==> src/sv/wbps_pkg.sv <==
// ----------------------------------------------------------------------------
// wbps_pkg
// Shared constants for the wildcard byte pattern scanner: port widths,
// configuration register indexes and parameter defaults.
// ----------------------------------------------------------------------------
package wbps_pkg;

  // configuration port
  localparam int unsigned CfgIdxW  = 3;
  localparam int unsigned CfgDataW = 64;

  // configuration register indexes
  localparam logic [CfgIdxW-1:0] CfgSigLow  = 3'd0;
  localparam logic [CfgIdxW-1:0] CfgSigHigh = 3'd1;
  localparam logic [CfgIdxW-1:0] CfgCare    = 3'd2;
  localparam logic [CfgIdxW-1:0] CfgLength  = 3'd3;
  localparam logic [CfgIdxW-1:0] CfgBase    = 3'd4;

  // signature registers hold at most this many bytes
  localparam int unsigned SigRegBytes = 16;
  localparam int unsigned SigW        = 8 * SigRegBytes;
  localparam int unsigned CareW       = SigRegBytes;
  localparam int unsigned LenW        = 5;

  // payload widths
  localparam int unsigned ByteW = 8;
  localparam int unsigned AddrW = 64;

  // parameter defaults
  localparam int unsigned SignatureMaxDef = 16;
  localparam int unsigned OffsetBitsDef   = 32;

  // depth of the queue between front and back
  localparam int unsigned QueueDepthDef = 2;

endpackage

==> src/sv/wbps_front.sv <==
// ----------------------------------------------------------------------------
// wbps_front
// Accepts region bytes, keeps the sliding byte window, offset counter and
// reported flag, and decides per byte whether a result word is produced.
// ----------------------------------------------------------------------------
module wbps_front #(
  parameter int unsigned SIGNATURE_MAX = wbps_pkg::SignatureMaxDef,
  parameter int unsigned OFFSET_BITS   = wbps_pkg::OffsetBitsDef
) (
  input  logic                         clk_i,
  input  logic                         rst_ni,
  // byte input
  input  logic                         in_valid_i,
  output logic                         in_ready_o,
  input  logic [wbps_pkg::ByteW-1:0]   data_byte_i,
  input  logic                         last_byte_i,
  // configuration
  input  logic [wbps_pkg::SigW-1:0]    sig_i,
  input  logic [wbps_pkg::CareW-1:0]   care_i,
  input  logic [wbps_pkg::LenW-1:0]    len_i,
  // result word toward the queue
  output logic                         evt_valid_o,
  input  logic                         evt_ready_i,
  output logic                         evt_found_o,
  output logic [OFFSET_BITS:0]         evt_start_o
);

  localparam int unsigned LenLimit = (SIGNATURE_MAX < wbps_pkg::SigRegBytes) ?
                                     SIGNATURE_MAX : wbps_pkg::SigRegBytes;
  localparam int unsigned WinIdxW  = (SIGNATURE_MAX > 1) ? $clog2(SIGNATURE_MAX) : 1;
  localparam int unsigned SelW     = (WinIdxW > wbps_pkg::LenW) ? WinIdxW : wbps_pkg::LenW;
  localparam int unsigned CntW     = OFFSET_BITS + 1;

  logic [wbps_pkg::ByteW-1:0] win_q [SIGNATURE_MAX];
  logic [wbps_pkg::ByteW-1:0] win_d [SIGNATURE_MAX];
  logic [OFFSET_BITS-1:0]     offset_q, offset_d;
  logic                       reported_q, reported_d;

  logic            accept;
  logic [CntW-1:0] count;
  logic [SelW-1:0] sel;
  logic            sig_match;
  logic            len_ok;
  logic            hit;

  assign in_ready_o = evt_ready_i;
  assign accept     = in_valid_i & in_ready_o;

  // window as it stands once this byte has been shifted in
  always_comb begin
    win_d[0] = data_byte_i;
    for (int i = 1; i < SIGNATURE_MAX; i++) begin
      win_d[i] = win_q[i-1];
    end
  end

  // compare the cared signature bytes against the aligned window entries
  always_comb begin
    sig_match = 1'b1;
    sel       = '0;
    for (int k = 0; k < LenLimit; k++) begin
      sel = SelW'(len_i) - SelW'(k) - SelW'(1);
      if ((SelW'(k) < SelW'(len_i)) && care_i[k] &&
          (win_d[sel[WinIdxW-1:0]] != sig_i[8*k +: 8])) begin
        sig_match = 1'b0;
      end
    end
  end

  // match decision for this byte
  assign count  = {1'b0, offset_q} + CntW'(1);
  assign len_ok = (len_i != '0) && (len_i <= wbps_pkg::LenW'(LenLimit));
  assign hit    = !reported_q && len_ok && (count >= CntW'(len_i)) && sig_match;

  // result word: first match, or not-found at the region's last byte
  assign evt_valid_o = accept & (hit | (last_byte_i & !reported_q));
  assign evt_found_o = hit;
  assign evt_start_o = hit ? (count - CntW'(len_i)) : '0;

  // scan state next values
  always_comb begin
    if (last_byte_i) begin
      offset_d   = '0;
      reported_d = 1'b0;
    end else begin
      offset_d   = (offset_q == '1) ? offset_q : offset_q + OFFSET_BITS'(1);
      reported_d = reported_q | hit;
    end
  end

  // scan state registers
  always_ff @(posedge clk_i or negedge rst_ni) begin
    if (!rst_ni) begin
      offset_q   <= '0;
      reported_q <= 1'b0;
      for (int i = 0; i < SIGNATURE_MAX; i++) begin
        win_q[i] <= '0;
      end
    end else if (accept) begin
      offset_q   <= offset_d;
      reported_q <= reported_d;
      for (int i = 0; i < SIGNATURE_MAX; i++) begin
        win_q[i] <= last_byte_i ? '0 : win_d[i];
      end
    end
  end

endmodule

==> src/sv/wbps_queue.sv <==
// ----------------------------------------------------------------------------
// wbps_queue
// Small first-in first-out queue of result words between front and back.
// ----------------------------------------------------------------------------
module wbps_queue #(
  parameter int unsigned WIDTH = 8,
  parameter int unsigned DEPTH = wbps_pkg::QueueDepthDef
) (
  input  logic             clk_i,
  input  logic             rst_ni,
  input  logic             push_valid_i,
  output logic             push_ready_o,
  input  logic [WIDTH-1:0] push_data_i,
  output logic             pop_valid_o,
  input  logic             pop_ready_i,
  output logic [WIDTH-1:0] pop_data_o
);

  localparam int unsigned PtrW = (DEPTH > 1) ? $clog2(DEPTH) : 1;
  localparam int unsigned CntW = $clog2(DEPTH + 1);

  logic [WIDTH-1:0] mem_q [DEPTH];
  logic [PtrW-1:0]  wr_ptr_q, wr_ptr_d;
  logic [PtrW-1:0]  rd_ptr_q, rd_ptr_d;
  logic [CntW-1:0]  count_q, count_d;
  logic             push;
  logic             pop;

  assign push_ready_o = (count_q != CntW'(DEPTH));
  assign pop_valid_o  = (count_q != '0);
  assign pop_data_o   = mem_q[rd_ptr_q];
  assign push         = push_valid_i & push_ready_o;
  assign pop          = pop_valid_o & pop_ready_i;

  // pointer and fill count
  always_comb begin
    wr_ptr_d = wr_ptr_q;
    rd_ptr_d = rd_ptr_q;
    count_d  = count_q;
    if (push) begin
      wr_ptr_d = (wr_ptr_q == PtrW'(DEPTH - 1)) ? '0 : wr_ptr_q + PtrW'(1);
    end
    if (pop) begin
      rd_ptr_d = (rd_ptr_q == PtrW'(DEPTH - 1)) ? '0 : rd_ptr_q + PtrW'(1);
    end
    if (push && !pop) begin
      count_d = count_q + CntW'(1);
    end else if (pop && !push) begin
      count_d = count_q - CntW'(1);
    end
  end

  // control registers
  always_ff @(posedge clk_i or negedge rst_ni) begin
    if (!rst_ni) begin
      wr_ptr_q <= '0;
      rd_ptr_q <= '0;
      count_q  <= '0;
    end else begin
      wr_ptr_q <= wr_ptr_d;
      rd_ptr_q <= rd_ptr_d;
      count_q  <= count_d;
    end
  end

  // storage
  always_ff @(posedge clk_i) begin
    if (push) begin
      mem_q[wr_ptr_q] <= push_data_i;
    end
  end

endmodule

==> src/sv/wbps_back.sv <==
// ----------------------------------------------------------------------------
// wbps_back
// Takes result words from the queue, forms the match address from the
// region base and holds the result in the output register.
// ----------------------------------------------------------------------------
module wbps_back #(
  parameter int unsigned OFFSET_BITS = wbps_pkg::OffsetBitsDef
) (
  input  logic                       clk_i,
  input  logic                       rst_ni,
  // queue head
  input  logic                       evt_valid_i,
  output logic                       evt_ready_o,
  input  logic                       evt_found_i,
  input  logic [OFFSET_BITS:0]       evt_start_i,
  // configuration
  input  logic [wbps_pkg::AddrW-1:0] base_i,
  // result output
  output logic                       out_valid_o,
  input  logic                       out_ready_i,
  output logic                       found_o,
  output logic [wbps_pkg::AddrW-1:0] match_address_o
);

  logic                       out_valid_q;
  logic                       found_q;
  logic [wbps_pkg::AddrW-1:0] addr_q, addr_d;
  logic                       load;

  assign evt_ready_o = !out_valid_q | out_ready_i;
  assign load        = evt_valid_i & evt_ready_o;

  // match address, zero for a not-found result
  assign addr_d = evt_found_i ? (base_i + wbps_pkg::AddrW'(evt_start_i)) : '0;

  // output valid
  always_ff @(posedge clk_i or negedge rst_ni) begin
    if (!rst_ni) begin
      out_valid_q <= 1'b0;
    end else if (evt_ready_o) begin
      out_valid_q <= evt_valid_i;
    end
  end

  // output payload
  always_ff @(posedge clk_i) begin
    if (load) begin
      found_q <= evt_found_i;
      addr_q  <= addr_d;
    end
  end

  assign out_valid_o     = out_valid_q;
  assign found_o         = found_q;
  assign match_address_o = addr_q;

endmodule

==> src/sv/wildcard_byte_pattern_scanner.sv <==
// ----------------------------------------------------------------------------
// wildcard_byte_pattern_scanner
// Scans a region one byte per word for the first place where a byte
// signature with wildcard positions matches.
// ----------------------------------------------------------------------------
// Usage:
//   in channel  : data_byte_i / last_byte_i with in_valid_i / in_ready_o.
//                 last_byte_i marks the final byte of a region.
//   out channel : found_o / match_address_o with out_valid_o / out_ready_i.
//                 one word per region: the first match (address of its first
//                 byte, region base added) or a not-found word at the last byte.
//   config port : cfg_we_i, cfg_index_i, cfg_data_i; write only while idle.
//   throughput  : one byte per cycle while in_ready_o is high; the window compare
//                 and the offset counter in the front stage take one byte each clock.
//   path        : a result word goes from the front stage into the queue, then
//                 through the address add into the output register.
//   stall       : a two-word queue and the output register absorb a stalled
//                 receiver; in_ready_o drops only when the queue is full.
//   reset       : clears configuration and control registers, window, offset and
//                 reported flag; the block takes bytes in the first cycle after reset.
// ----------------------------------------------------------------------------
module wildcard_byte_pattern_scanner #(
  parameter int unsigned SIGNATURE_MAX = wbps_pkg::SignatureMaxDef,
  parameter int unsigned OFFSET_BITS   = wbps_pkg::OffsetBitsDef
) (
  input  logic                          clk_i,
  input  logic                          rst_ni,
  // configuration write port
  input  logic                          cfg_we_i,
  input  logic [wbps_pkg::CfgIdxW-1:0]  cfg_index_i,
  input  logic [wbps_pkg::CfgDataW-1:0] cfg_data_i,
  // byte input
  input  logic                          in_valid_i,
  output logic                          in_ready_o,
  input  logic [wbps_pkg::ByteW-1:0]    data_byte_i,
  input  logic                          last_byte_i,
  // result output
  output logic                          out_valid_o,
  input  logic                          out_ready_i,
  output logic                          found_o,
  output logic [wbps_pkg::AddrW-1:0]    match_address_o
);

  localparam int unsigned EvtW = OFFSET_BITS + 2;

  logic [wbps_pkg::SigW/2-1:0]  sig_low_q;
  logic [wbps_pkg::SigW/2-1:0]  sig_high_q;
  logic [wbps_pkg::CareW-1:0]   care_q;
  logic [wbps_pkg::LenW-1:0]    len_q;
  logic [wbps_pkg::AddrW-1:0]   base_q;

  logic                   f_valid, f_ready, f_found;
  logic [OFFSET_BITS:0]   f_start;
  logic                   q_valid, q_ready;
  logic [EvtW-1:0]        q_data;

  // configuration registers
  always_ff @(posedge clk_i or negedge rst_ni) begin
    if (!rst_ni) begin
      sig_low_q  <= '0;
      sig_high_q <= '0;
      care_q     <= '0;
      len_q      <= '0;
      base_q     <= '0;
    end else if (cfg_we_i) begin
      unique case (cfg_index_i)
        wbps_pkg::CfgSigLow:  sig_low_q  <= cfg_data_i;
        wbps_pkg::CfgSigHigh: sig_high_q <= cfg_data_i;
        wbps_pkg::CfgCare:    care_q     <= cfg_data_i[wbps_pkg::CareW-1:0];
        wbps_pkg::CfgLength:  len_q      <= cfg_data_i[wbps_pkg::LenW-1:0];
        wbps_pkg::CfgBase:    base_q     <= cfg_data_i;
        default: ;
      endcase
    end
  end

  // front: window, offset and match decision
  wbps_front #(
    .SIGNATURE_MAX (SIGNATURE_MAX),
    .OFFSET_BITS   (OFFSET_BITS)
  ) u_front (
    .clk_i       (clk_i),
    .rst_ni      (rst_ni),
    .in_valid_i  (in_valid_i),
    .in_ready_o  (in_ready_o),
    .data_byte_i (data_byte_i),
    .last_byte_i (last_byte_i),
    .sig_i       ({sig_high_q, sig_low_q}),
    .care_i      (care_q),
    .len_i       (len_q),
    .evt_valid_o (f_valid),
    .evt_ready_i (f_ready),
    .evt_found_o (f_found),
    .evt_start_o (f_start)
  );

  // queue of result words
  wbps_queue #(
    .WIDTH (EvtW),
    .DEPTH (wbps_pkg::QueueDepthDef)
  ) u_queue (
    .clk_i        (clk_i),
    .rst_ni       (rst_ni),
    .push_valid_i (f_valid),
    .push_ready_o (f_ready),
    .push_data_i  ({f_found, f_start}),
    .pop_valid_o  (q_valid),
    .pop_ready_i  (q_ready),
    .pop_data_o   (q_data)
  );

  // back: address forming and output register
  wbps_back #(
    .OFFSET_BITS (OFFSET_BITS)
  ) u_back (
    .clk_i           (clk_i),
    .rst_ni          (rst_ni),
    .evt_valid_i     (q_valid),
    .evt_ready_o     (q_ready),
    .evt_found_i     (q_data[EvtW-1]),
    .evt_start_i     (q_data[OFFSET_BITS:0]),
    .base_i          (base_q),
    .out_valid_o     (out_valid_o),
    .out_ready_i     (out_ready_i),
    .found_o         (found_o),
    .match_address_o (match_address_o)
  );

endmodule

==> config.mk <==
export PLATFORM = sky130hd
export DESIGN_NAME = wildcard_byte_pattern_scanner
export DESIGN_NICKNAME = d
export VERILOG_FILES = /design/src/sv/wbps_pkg.sv /design/src/sv/wbps_front.sv /design/src/sv/wbps_queue.sv /design/src/sv/wbps_back.sv /design/src/sv/wildcard_byte_pattern_scanner.sv
export SDC_FILE = /design/constraint.sdc
export NUM_CORES = 1
export LEC_CHECK = 0
export ABC_CLOCK_PERIOD_IN_PS = 5900
export BUFFER_PORTS_ARGS = -buffer_cell sky130_fd_sc_hd__buf_2
export CAP_MARGIN = 20
export CORE_MARGIN = 3
export CORE_UTILIZATION = 30
export DETAILED_ROUTE_END_ITERATION = 10
export HOLD_SLACK_MARGIN = 0.02
export PLACE_DENSITY = 0.43
export SYNTH_ARGS = -nofsm -noshare
export SYNTH_HDL_FRONTEND = slang
export SYNTH_SLANG_ARGS = --single-unit
==> constraint.sdc <==
create_clock -name clk_i -period 5.9 [get_ports clk_i]
set_input_delay 0.885 -clock clk_i [delete_from_list [all_inputs] [get_ports clk_i]]
set_output_delay 0.885 -clock clk_i [all_outputs]
set_load 0.1 [all_outputs]
* Word-level counts from Yosys, hierarchy flattened
Memories as Yosys holds them, arrays and structs flattened.
Cells that the tools add are included.
** Storage, ports and cells
- RAM bits :: 68
- Memories :: 1
- Bits in registers :: 436
- Input bits :: 81
** Memories
- u_queue.mem_q :: words 2, bits a word 34, read ports 1, clocked after Yosys merged registers in 0, wr ports 1, RTL line wbps_queue.sv:22 : logic [WIDTH-1:0] mem_q [DEPTH];
** Cells by class
- Mux-type cells :: 89
- Equal/unequal tests :: 23
- Add/subtract/negate cells :: 38
- $lt $le $gt $ge :: 34
- Reduce and logical (&&, ||, !) cells :: 52
- Bitwise logic cells :: 24
** Operators with widths (number)
- $bmux W8 S4 :: 16
- $mux W8 :: 47
- $ne A8 B8 Y1 :: 16
- $ge A5 B5 Y1 const B :: 16
- $not A4 Y5 :: 16
- $add A64 B33 Y64 :: 1
- $mux W32 :: 2
- $sub A4 B1 Y4 const B :: 16
- $lt A4 B5 Y1 const A :: 8
- $logic_and A1 B1 Y1 :: 38
- $add A32 B1 Y33 const B :: 1
- $ge A33 B5 Y1 :: 1
- $mux W33 :: 1
- $sub A33 B5 Y33 :: 1
- $add A32 B1 Y32 const B :: 1
- $eq A32 B32 Y1 const B :: 1
- $sub A4 B4 Y4 const B :: 8
- $mux W1 :: 21
- $lt A3 B5 Y1 const A :: 4
- $sub A4 B3 Y4 const B :: 4
- $reduce_and A2 Y1 :: 6
- $lt A1 B5 Y1 const A :: 2
- $lt A2 B5 Y1 const A :: 2
- $sub A4 B2 Y4 const B :: 2
- 15 further kinds :: 29

* Longest topological paths before layout
Gate-level depths: netlist of run 1.
- Depth in word-level cells :: 31
- Gate-level depth with buffers :: 25
- Gate-level depth less buffers :: 17

* Hierarchy
A second synthesis of run 1 with hierarchy kept.
** Unflattened totals
- Cells, all modules :: 3155
- Area, all modules :: 35277.6 um^2
** Modules (own cells, without submodules)
- wbps_front :: times used 1, area an instance 19230.9 um^2, cells an instance 2057, seq. area each 3828.7 um^2
- wildcard_byte_pattern_scanner :: times used 1, area an instance 8353.0 um^2, cells an instance 454, seq. area each 5330.1 um^2
- wbps_back :: times used 1, area an instance 4894.7 um^2, cells an instance 520, seq. area each 1976.9 um^2
- wbps_queue :: times used 1, area an instance 2798.9 um^2, cells an instance 124, seq. area each 2142.1 um^2

* Worst setup path after synthesis of run 1
OpenSTA, ideal clock, no wires.
- Path kind :: register -> register
- Start point :: register len_q[1] (netlist name)
- End point :: memory u_queue.mem_q[1][0] (netlist name) (enable)
- Setup slack :: -573 ps
- Required time :: 5463 ps
- Cell stages (with the launch flop) :: 21
- Library setup time :: 437 ps
- Arrival time :: 6037 ps
- Cells stage by stage :: dfrtp_1 buf_2 buf_2 buf_2 buf_2 inv_1 ha_1 buf_2 buf_4 buf_2 buf_2 mux4_2 mux4_2 xnor2_1 nand4_1 o221ai_1 nand4_1 nor2_1 nand3_1 buf_4 a21oi_1
** On the way
- Cells in the longest elaborated chain, start to end :: 29
** Ends and longest elaborated chain
- from (decl) :: RTL line wildcard_byte_pattern_scanner.sv:49 : logic [wbps_pkg::LenW-1:0] len_q;
- from (signal assigned) :: RTL line wildcard_byte_pattern_scanner.sv:70 : wbps_pkg::CfgLength: len_q <= cfg_data_i[wbps_pkg::LenW-1:0];
- $sub A4 B1 Y4 :: RTL line wbps_front.sv:62 : sel = SelW'(len_i) - SelW'(k) - SelW'(1);
- $sub A4 B1 Y4 / $not A4 Y5 (equally long branches) :: RTL line wbps_front.sv:62, wbps_front.sv:64
- $not A4 Y5 (not written as such) / $bmux W8 S4 (equally long branches) :: RTL line wbps_front.sv:64 : (win_d[sel[WinIdxW-1:0]] != sig_i[8*k +: 8])) begin
- $bmux W8 S4 / $mux W8 (equally long branches) :: RTL line wbps_front.sv:64
- $mux W8 (not written as such) :: RTL line wbps_front.sv:64
- $mux W8 (not written as such) / $ne A8 B8 Y1 (equally long branches) :: RTL line wbps_front.sv:64
- $ne A8 B8 Y1 / $logic_and A1 B1 Y1 (equally long branches) :: RTL line wbps_front.sv:64, wbps_front.sv:63
- $logic_and A1 B1 Y1 / $mux W1 (equally long branches) :: RTL line wbps_front.sv:63 : if ((SelW'(k) < SelW'(len_i)) && care_i[k] &&
- $mux W1 (15 in series) :: RTL line wbps_front.sv:63
- $logic_and A1 B1 Y1 * :: RTL line wbps_front.sv:73 : assign hit = !reported_q && len_ok && (count >= CntW'(len_i)) && sig_match;
- $or A1 B1 Y1 * :: RTL line wbps_front.sv:76 : assign evt_valid_o = accept & (hit | (last_byte_i & !reported_q));
- $and A1 B1 Y1 * :: RTL line wbps_front.sv:76
- $and A1 B1 Y1 * :: RTL line wbps_queue.sv:32 : assign push = push_valid_i & push_ready_o;
- $mux W1 * :: RTL line wbps_queue.sv:68 : if (push) begin
- $mux W1 (not written as such) * :: RTL line wbps_queue.sv:69 : mem_q[wr_ptr_q] <= push_data_i;
- to (decl) :: RTL line wbps_queue.sv:22
Mark *: on every way between the ends. The rest lies on a longest branch, timed or not. The select of a mux whose other input is x is not followed.

* Worst setup path in the final report of run 1
- Start point :: register len_q[1] (netlist name)
- End point :: memory u_queue.mem_q[0][29] (netlist name) (enable)
Same word-level chain as after synthesis.

==> results_dict.tcl, run 1 <==
set metrics [dict create \
    synthTopCellsByArea "dfrtp_1 28%, mux4_2 17%, edfxtp_1 12%" \
    cellLeakagePower_nw 14.7 \
    required_ns 6.20 \
    clkSlewWorstSetupHoldPaths_ns 0.06 \
    routed_via_density 5.53 \
    rows 122 \
    async_reset_ff_frac 0.736 \
    tightest_slew_ns 1.22 \
    track_usage 0.204 \
    fmax_ghz 0.176 \
    power.density_nw_per_um2 446 \
    gr-total-overflow 0 \
    dpl.cell_count 4348 \
    syn_to_final_growth_pct 13.9 \
    final_antenna_net_count 0 \
    yosysTopAreaCell "dfrtp_1" \
    fill_cells 10884 \
    slew_headroom 0.179 \
    finalClockSkew_ns 0.0318 \
    outcome "finished, final reports clean" \
    ys_seq_area_frac 0.394 \
    io_buffers 147 \
    grt_pass1_wl_mm 176 \
    synth-seq-cells 504 \
    vias 24711 \
    grt_max_degree 224 \
    criticalPathCategory "register to register" \
    hpwl_mm 90.2 \
    drt-total-wl_mm 121 \
    ff_latch_area_um2 13300 \
    yosys_warnings 0 \
    dieArea_um2 116000 \
    wl_per_cell_um 27.0 \
    antenna_found_initial 9 \
    rsz0062_at_grt "false" \
    final_cell_mix "368 x dfrtp_1, 258 x mux4_2, 253 x mux2_2" \
    io_pins 148 \
    synth_cell_types 76 \
    crit_fanout 40 \
    clock_latency_ns 0.69 \
    fp.coreArea_um2 111000 \
    postSynthCellCount 2838 \
    synth_top_area_share 0.276 \
    cts_tree "yes" \
    setup_viol 0 \
    synth-edff-count 133 \
    min_period_ns 5.67 \
    peakVddDrop_mv 0.292 \
    maxSlewViolCount 0 \
    finalPower_mw 17.1 \
    numClockSinks 504 \
    htreeDepth 2 \
    ys.flop_type "dfrtp_1" \
    fin_setup_tns_ns 0 \
    hold_viol_final 0 \
    syn_area_um2 33700 \
    timing.final.crit_share 0.961 \
    nets 3055 \
    cts_root_buf "clkbuf_16" \
    die_x_um 341 \
    end_kind "register" \
    crit_path_start_kind "register" \
    drtIter0Drc 2318 \
    grt_pass1_vias 24340 \
    multi_input_area_um2 19500 \
    fin_cells 4465 \
    postSynthAreaPerCell_um2 11.9 \
    drive_above_1_share 0.302 \
    drc 0 \
    first_pass_iters 6 \
    cts_buffer_depth 3 \
    drv_cap 0 \
    cts_made_buffers 61 \
    die_y_um 341 \
    gp_congestion 0.936 \
    synth_fp_nets 2970 \
    initial_core_util 0.303 \
    arrival_ns 5.97 \
    final_common_cell "dfrtp_1" \
    hp-class "input port to asynchronous set/reset pin" \
]
## registers in the layout, indices dropped and copies added (netlist names)
register and cells:
care_q 16, base_q 64, u_queue.rd_ptr_q 1, u_queue.count_q 2, len_q 5, u_back.match_address_o 64
sig_low_q 64, sig_high_q 64, u_back.found_o 1, u_front.win_d 120, u_queue.mem_q 68, u_back.out_valid_o 1
u_front.offset_q 32, u_queue.wr_ptr_q 1, u_front.reported_q 1
## stage by stage
stage               utilization  instance area (um2)  worst slack [ns]  hold WS [ns]
CTS                       0.346                38300             0.269         0.210
detailed placement        0.326                36100             0.305         0.496
global placement          0.326                36100             0.333         0.492
finish                    0.346                38400             0.231         0.219
floorplan                     -                33700             0.118         0.480
global route              0.346                38300            0.0414         0.228
## area by class of cell
type / instances / area share
multi-input combinational: 2107 / 0.509
sequential: 504 / 0.346
tap: 1488 / 0.0485
clock buffer: 77 / 0.0438
timing repair buffer: 216 / 0.0346
clock inverter: 37 / 0.0141
inverter: 33 / 0.00323
antenna: 3 / 0.000196
## routing by layer
metal	track usage	share of wire	up-vias
li1	-	-	10813
met1	0.304	0.46	12772
met2	0.305	0.44	982
met3	0.0362	0.072	142
met4	0.0525	0.026	2
met5	0	0.00011	-
## cell families (layout without fill, tap and decap cells)
kind of cell | Yosys count | after routing | share of synthesized area
multiplexers | 687 | 687 | 0.310
AND/OR/NAND/NOR | 728 | 728 | 0.111
other | 0 | 3 | 0
flip-flops | 504 | 504 | 0.394
XOR/XNOR | 237 | 237 | 0.0633
AO/OA/AOI/OAI | 404 | 404 | 0.0725
adder cells (fa/ha/maj) | 51 | 51 | 0.0194
buffers and inverters | 227 | 363 | 0.0300
## power breakdown
group          switching [mW]  internal (mW)
clock                    1.67           2.51
combinational            5.13           2.75
sequential              0.692           4.37
## critical path, cell delays in order (launching register included)
cell      delay, ns
dfrtp_4        0.56
buf_4          0.57
mux4_2         0.58
mux2_2         0.28
mux2i_1        0.67
xor2_1         0.20
nand4_1        0.16
nor4b_1        0.62
o211ai_1       0.32
nor4b_4        0.45
nand3_2        0.25
a21boi_4       0.17
buf_4          0.42
## synth_stat cells (all sizes together), types with 5 or more instances
master and n:
nand2 234, nor2 125, inv 31, a211oi 13
clkbuf 118, a22o 5, o21a 5, mux2i 176
and4 6, o31a 5, edfxtp 133, a211o 5
o211ai 11, xnor2 182, a21o 29, or3 6
nand3 46, nor3 34, xor2 55, a31oi 18
and3 28, mux2 253, a2111o 10, nand2b 133
buf 76, and2 18, dfrtp 371, o31ai 11
nand4 59, mux4 258, ha 49, nor2b 10
a21oi 68, nor4 11, o21ai 195, o221ai 10
## path summary, 6_finish.rpt
check,startpoint,endpoint,slack (ns),cells past startpoint
hold reg to reg,base_q[16]$_DFFE_PN0P_,base_q[16]$_DFFE_PN0P_,0.52,1
max in group asynchronous,rst_ni,u_front.win_d[35]$_DFFE_PN0P_,4.32,2
hold / removal,rst_ni,base_q[9]$_DFFE_PN0P_,0.22,1
setup reg to reg,len_q[1]$_DFFE_PN0P_,u_queue.mem_q[0][29]$_DFFE_PP_,0.23,12
setup / recovery,len_q[1]$_DFFE_PN0P_,u_queue.mem_q[0][29]$_DFFE_PP_,0.23,12
min in group clk_i,cfg_data_i[42],base_q[42]$_DFFE_PN0P_,0.48,2
## what timing repair did
action                                  in CTS  in global routing
setup buffers                                0                  0
hold buffers                                 0                  0
endpoints found under the setup margin       0                 74
gates resized for setup                      0                  1
(Power assumes the default switching activity.)
==> run 2, diff against run 1 <==
--- a/config.mk
+++ b/config.mk
@@ -8,11 +8,13 @@
 export ABC_CLOCK_PERIOD_IN_PS = 5900
 export BUFFER_PORTS_ARGS = -buffer_cell sky130_fd_sc_hd__buf_2
 export CAP_MARGIN = 20
+export CELL_PAD_IN_SITES_DETAIL_PLACEMENT = 0
+export CELL_PAD_IN_SITES_GLOBAL_PLACEMENT = 2
 export CORE_MARGIN = 3
 export CORE_UTILIZATION = 30
 export DETAILED_ROUTE_END_ITERATION = 10
 export HOLD_SLACK_MARGIN = 0.02
-export PLACE_DENSITY = 0.43
+export PLACE_DENSITY = 0.59
 export SYNTH_ARGS = -nofsm -noshare
 export SYNTH_HDL_FRONTEND = slang
 export SYNTH_SLANG_ARGS = --single-unit
==> run 2 against run 1 <==
Effect of this change:
- maximum frequency is 5.8% higher
- via count is 0.45% lower
- critical endpoint is now u_queue.mem_q[1][6]$_DFFE_PP_
- die area stayed put
- largest power group unchanged
- critical path depth is 2 higher
- highest routed layer unchanged
- non-clock buffer count is 9 lower
- wire length is 1.6% lower
- first-iteration DRC count is 8.0% higher
==> results_dict.tcl, run 2 (synthesized netlist as in run 1, its figures left out) <==
set metrics [dict create \
    clkSlewWorstSetupHoldPaths_ns 0.06 \
    min_period_ns 5.36 \
    hold_viol_final 0 \
    wl_per_cell_um 26.6 \
    final_common_cell "dfrtp_1" \
    ff_latch_area_um2 13300 \
    io_pins 148 \
    grt_pass1_wl_mm 175 \
    numClockSinks 504 \
    fill_cells 10995 \
    initial_core_util 0.303 \
    slowest_stage "xnor2_2" \
    crit_fanout 127 \
    final_antenna_net_count 0 \
    fin_setup_tns_ns 0 \
    dieArea_um2 116000 \
    crit_family "buffers and inverters" \
    die_y_um 341 \
    power.density_nw_per_um2 441 \
    clock_latency_ns 0.62 \
    ctsResizeCount 0 \
    final_cell_mix "368 x dfrtp_1, 258 x mux4_2, 253 x mux2_2" \
    fmax_ghz 0.187 \
    hpwl_mm 88.6 \
    arrival_ns 5.61 \
    cts_tree "yes" \
    timing.final.crit_share 0.908 \
    largest_reg_flops 120 \
    rows 122 \
    drc 0 \
    multi_input_area_um2 19500 \
    hp-class "input port to asynchronous set/reset pin" \
    grt_pass1_vias 24218 \
    dpl.cell_count 4339 \
    crit_path_cell_trace "buf_12, ha_1, nand2_1, xnor2_2, buf_4, mux4_2, xnor2_1, nand4_1, o221ai_1, nand4_1, nor2_1, nand3_2, a21oi_4, buf_4" \
    drv_cap 0 \
    gp_congestion 0.919 \
    max_stage_delay_ns 0.72 \
    drtIter0Drc 2503 \
    fp.coreArea_um2 111000 \
    criticalPathCategory "register to register" \
    finalClockSkew_ns 0.0165 \
    tightest_slew_ns 1.06 \
    end_kind "register" \
    nets 3051 \
    routed_via_density 5.52 \
    cts_root_buf "clkbuf_16" \
    antenna_found_initial 7 \
    required_ns 6.16 \
    setup_viol 0 \
    drt-total-wl_mm 119 \
    outcome "finished, final reports clean" \
    die_x_um 341 \
    postCtsHoldBufs 0 \
    place_area_um2 36100 \
    syn_to_final_growth_pct 13.7 \
    rsz0062_at_grt "false" \
    design_area_um2 38300 \
    grt_max_degree 214 \
    vias 24601 \
    slew_headroom 0.291 \
    final_util 0.345 \
    gr-total-overflow 0 \
    cts_buffer_depth 3 \
    track_usage 0.203 \
    first_pass_iters 5 \
    htreeDepth 3 \
    postCtsSetupBuffers 0 \
    peakVddDrop_mv 0.225 \
    fin_cells 4459 \
    drive_above_1_share 0.297 \
    cts_made_buffers 66 \
    crit_path_start_kind "register" \
    io_buffers 147 \
    cellLeakagePower_nw 14.6 \
    maxSlewViolCount 0 \
    critical_path_buf_inv_count 3 \
]
run 2: cell types whose count changed in the layout (fill, tap and decap cells not counted), moves of 5 or more:
cell       delta
buf_4        -16
bufinv_16     -8
clkinv_1      +7
buf_12        +5
clkbuf_16     +5
clkinv_2      -5
run 2: path summary, 6_finish.rpt:
| path | start | endpoint | slack, ns | cells past startpoint |
|---|---|---|---|---|
| max | len_q[1]$_DFFE_PN0P_ | u_queue.mem_q[1][6]$_DFFE_PP_ | 0.54 | 14 |
| min | rst_ni | base_q[8]$_DFFE_PN0P_ | 0.19 | 1 |
| max reg2reg | len_q[1]$_DFFE_PN0P_ | u_queue.mem_q[1][6]$_DFFE_PP_ | 0.54 | 14 |
| min reg2reg | care_q[10]$_DFFE_PN0P_ | care_q[10]$_DFFE_PN0P_ | 0.51 | 1 |
| max in group asynchronous | rst_ni | sig_high_q[52]$_DFFE_PN0P_ | 4.32 | 2 |
| min in group clk_i | care_q[10]$_DFFE_PN0P_ | care_q[10]$_DFFE_PN0P_ | 0.51 | 1 |
run 2: worst reg2reg max path, stage by stage (launching register included):
cell,delay [ns]
dfrtp_4,0.42
buf_12,0.55
ha_1,0.63
nand2_1,0.18
xnor2_2,0.72
buf_4,0.30
mux4_2,0.31
xnor2_1,0.16
nand4_1,0.16
o221ai_1,0.23
nand4_1,0.21
nor2_1,0.29
nand3_2,0.23
a21oi_4,0.17
buf_4,0.41
run 2: layer usage:
metal | track usage | wire [um]
met1 | 0.299 | 55800
met2 | 0.306 | 52200
met3 | 0.0320 | 7420
met5 | 0 | 26
met4 | 0.0578 | 3080
run 2: per-stage QoR:
stage,total power [mW],hold WS [ns],setup WS [ns]
after CTS,17.1,0.166,0.603
final,16.9,0.193,0.544
after global placement,12.9,0.490,0.666
after detailed placement,13.0,0.495,0.609
after global routing,17.7,0.204,0.202
after floorplan,10.7,0.480,0.118
run 2: cell type report:
type                       instances  area share
sequential                       504       0.347
multi-input combinational       2107       0.510
timing repair buffer             207      0.0349
clock buffer                      89      0.0489
tap                             1488      0.0486
inverter                          33     0.00324
clock inverter                    28     0.00683
antenna                            3    0.000196
run 2: power by group:
group	leakage, nW	total, mW	internal [mW]	switching, mW
Combinational	7.58	7.83	2.76	5.07
Clock	1.04	4.00	2.37	1.63
Sequential	6.02	5.04	4.37	0.667
Total	14.6	16.9	9.49	7.37
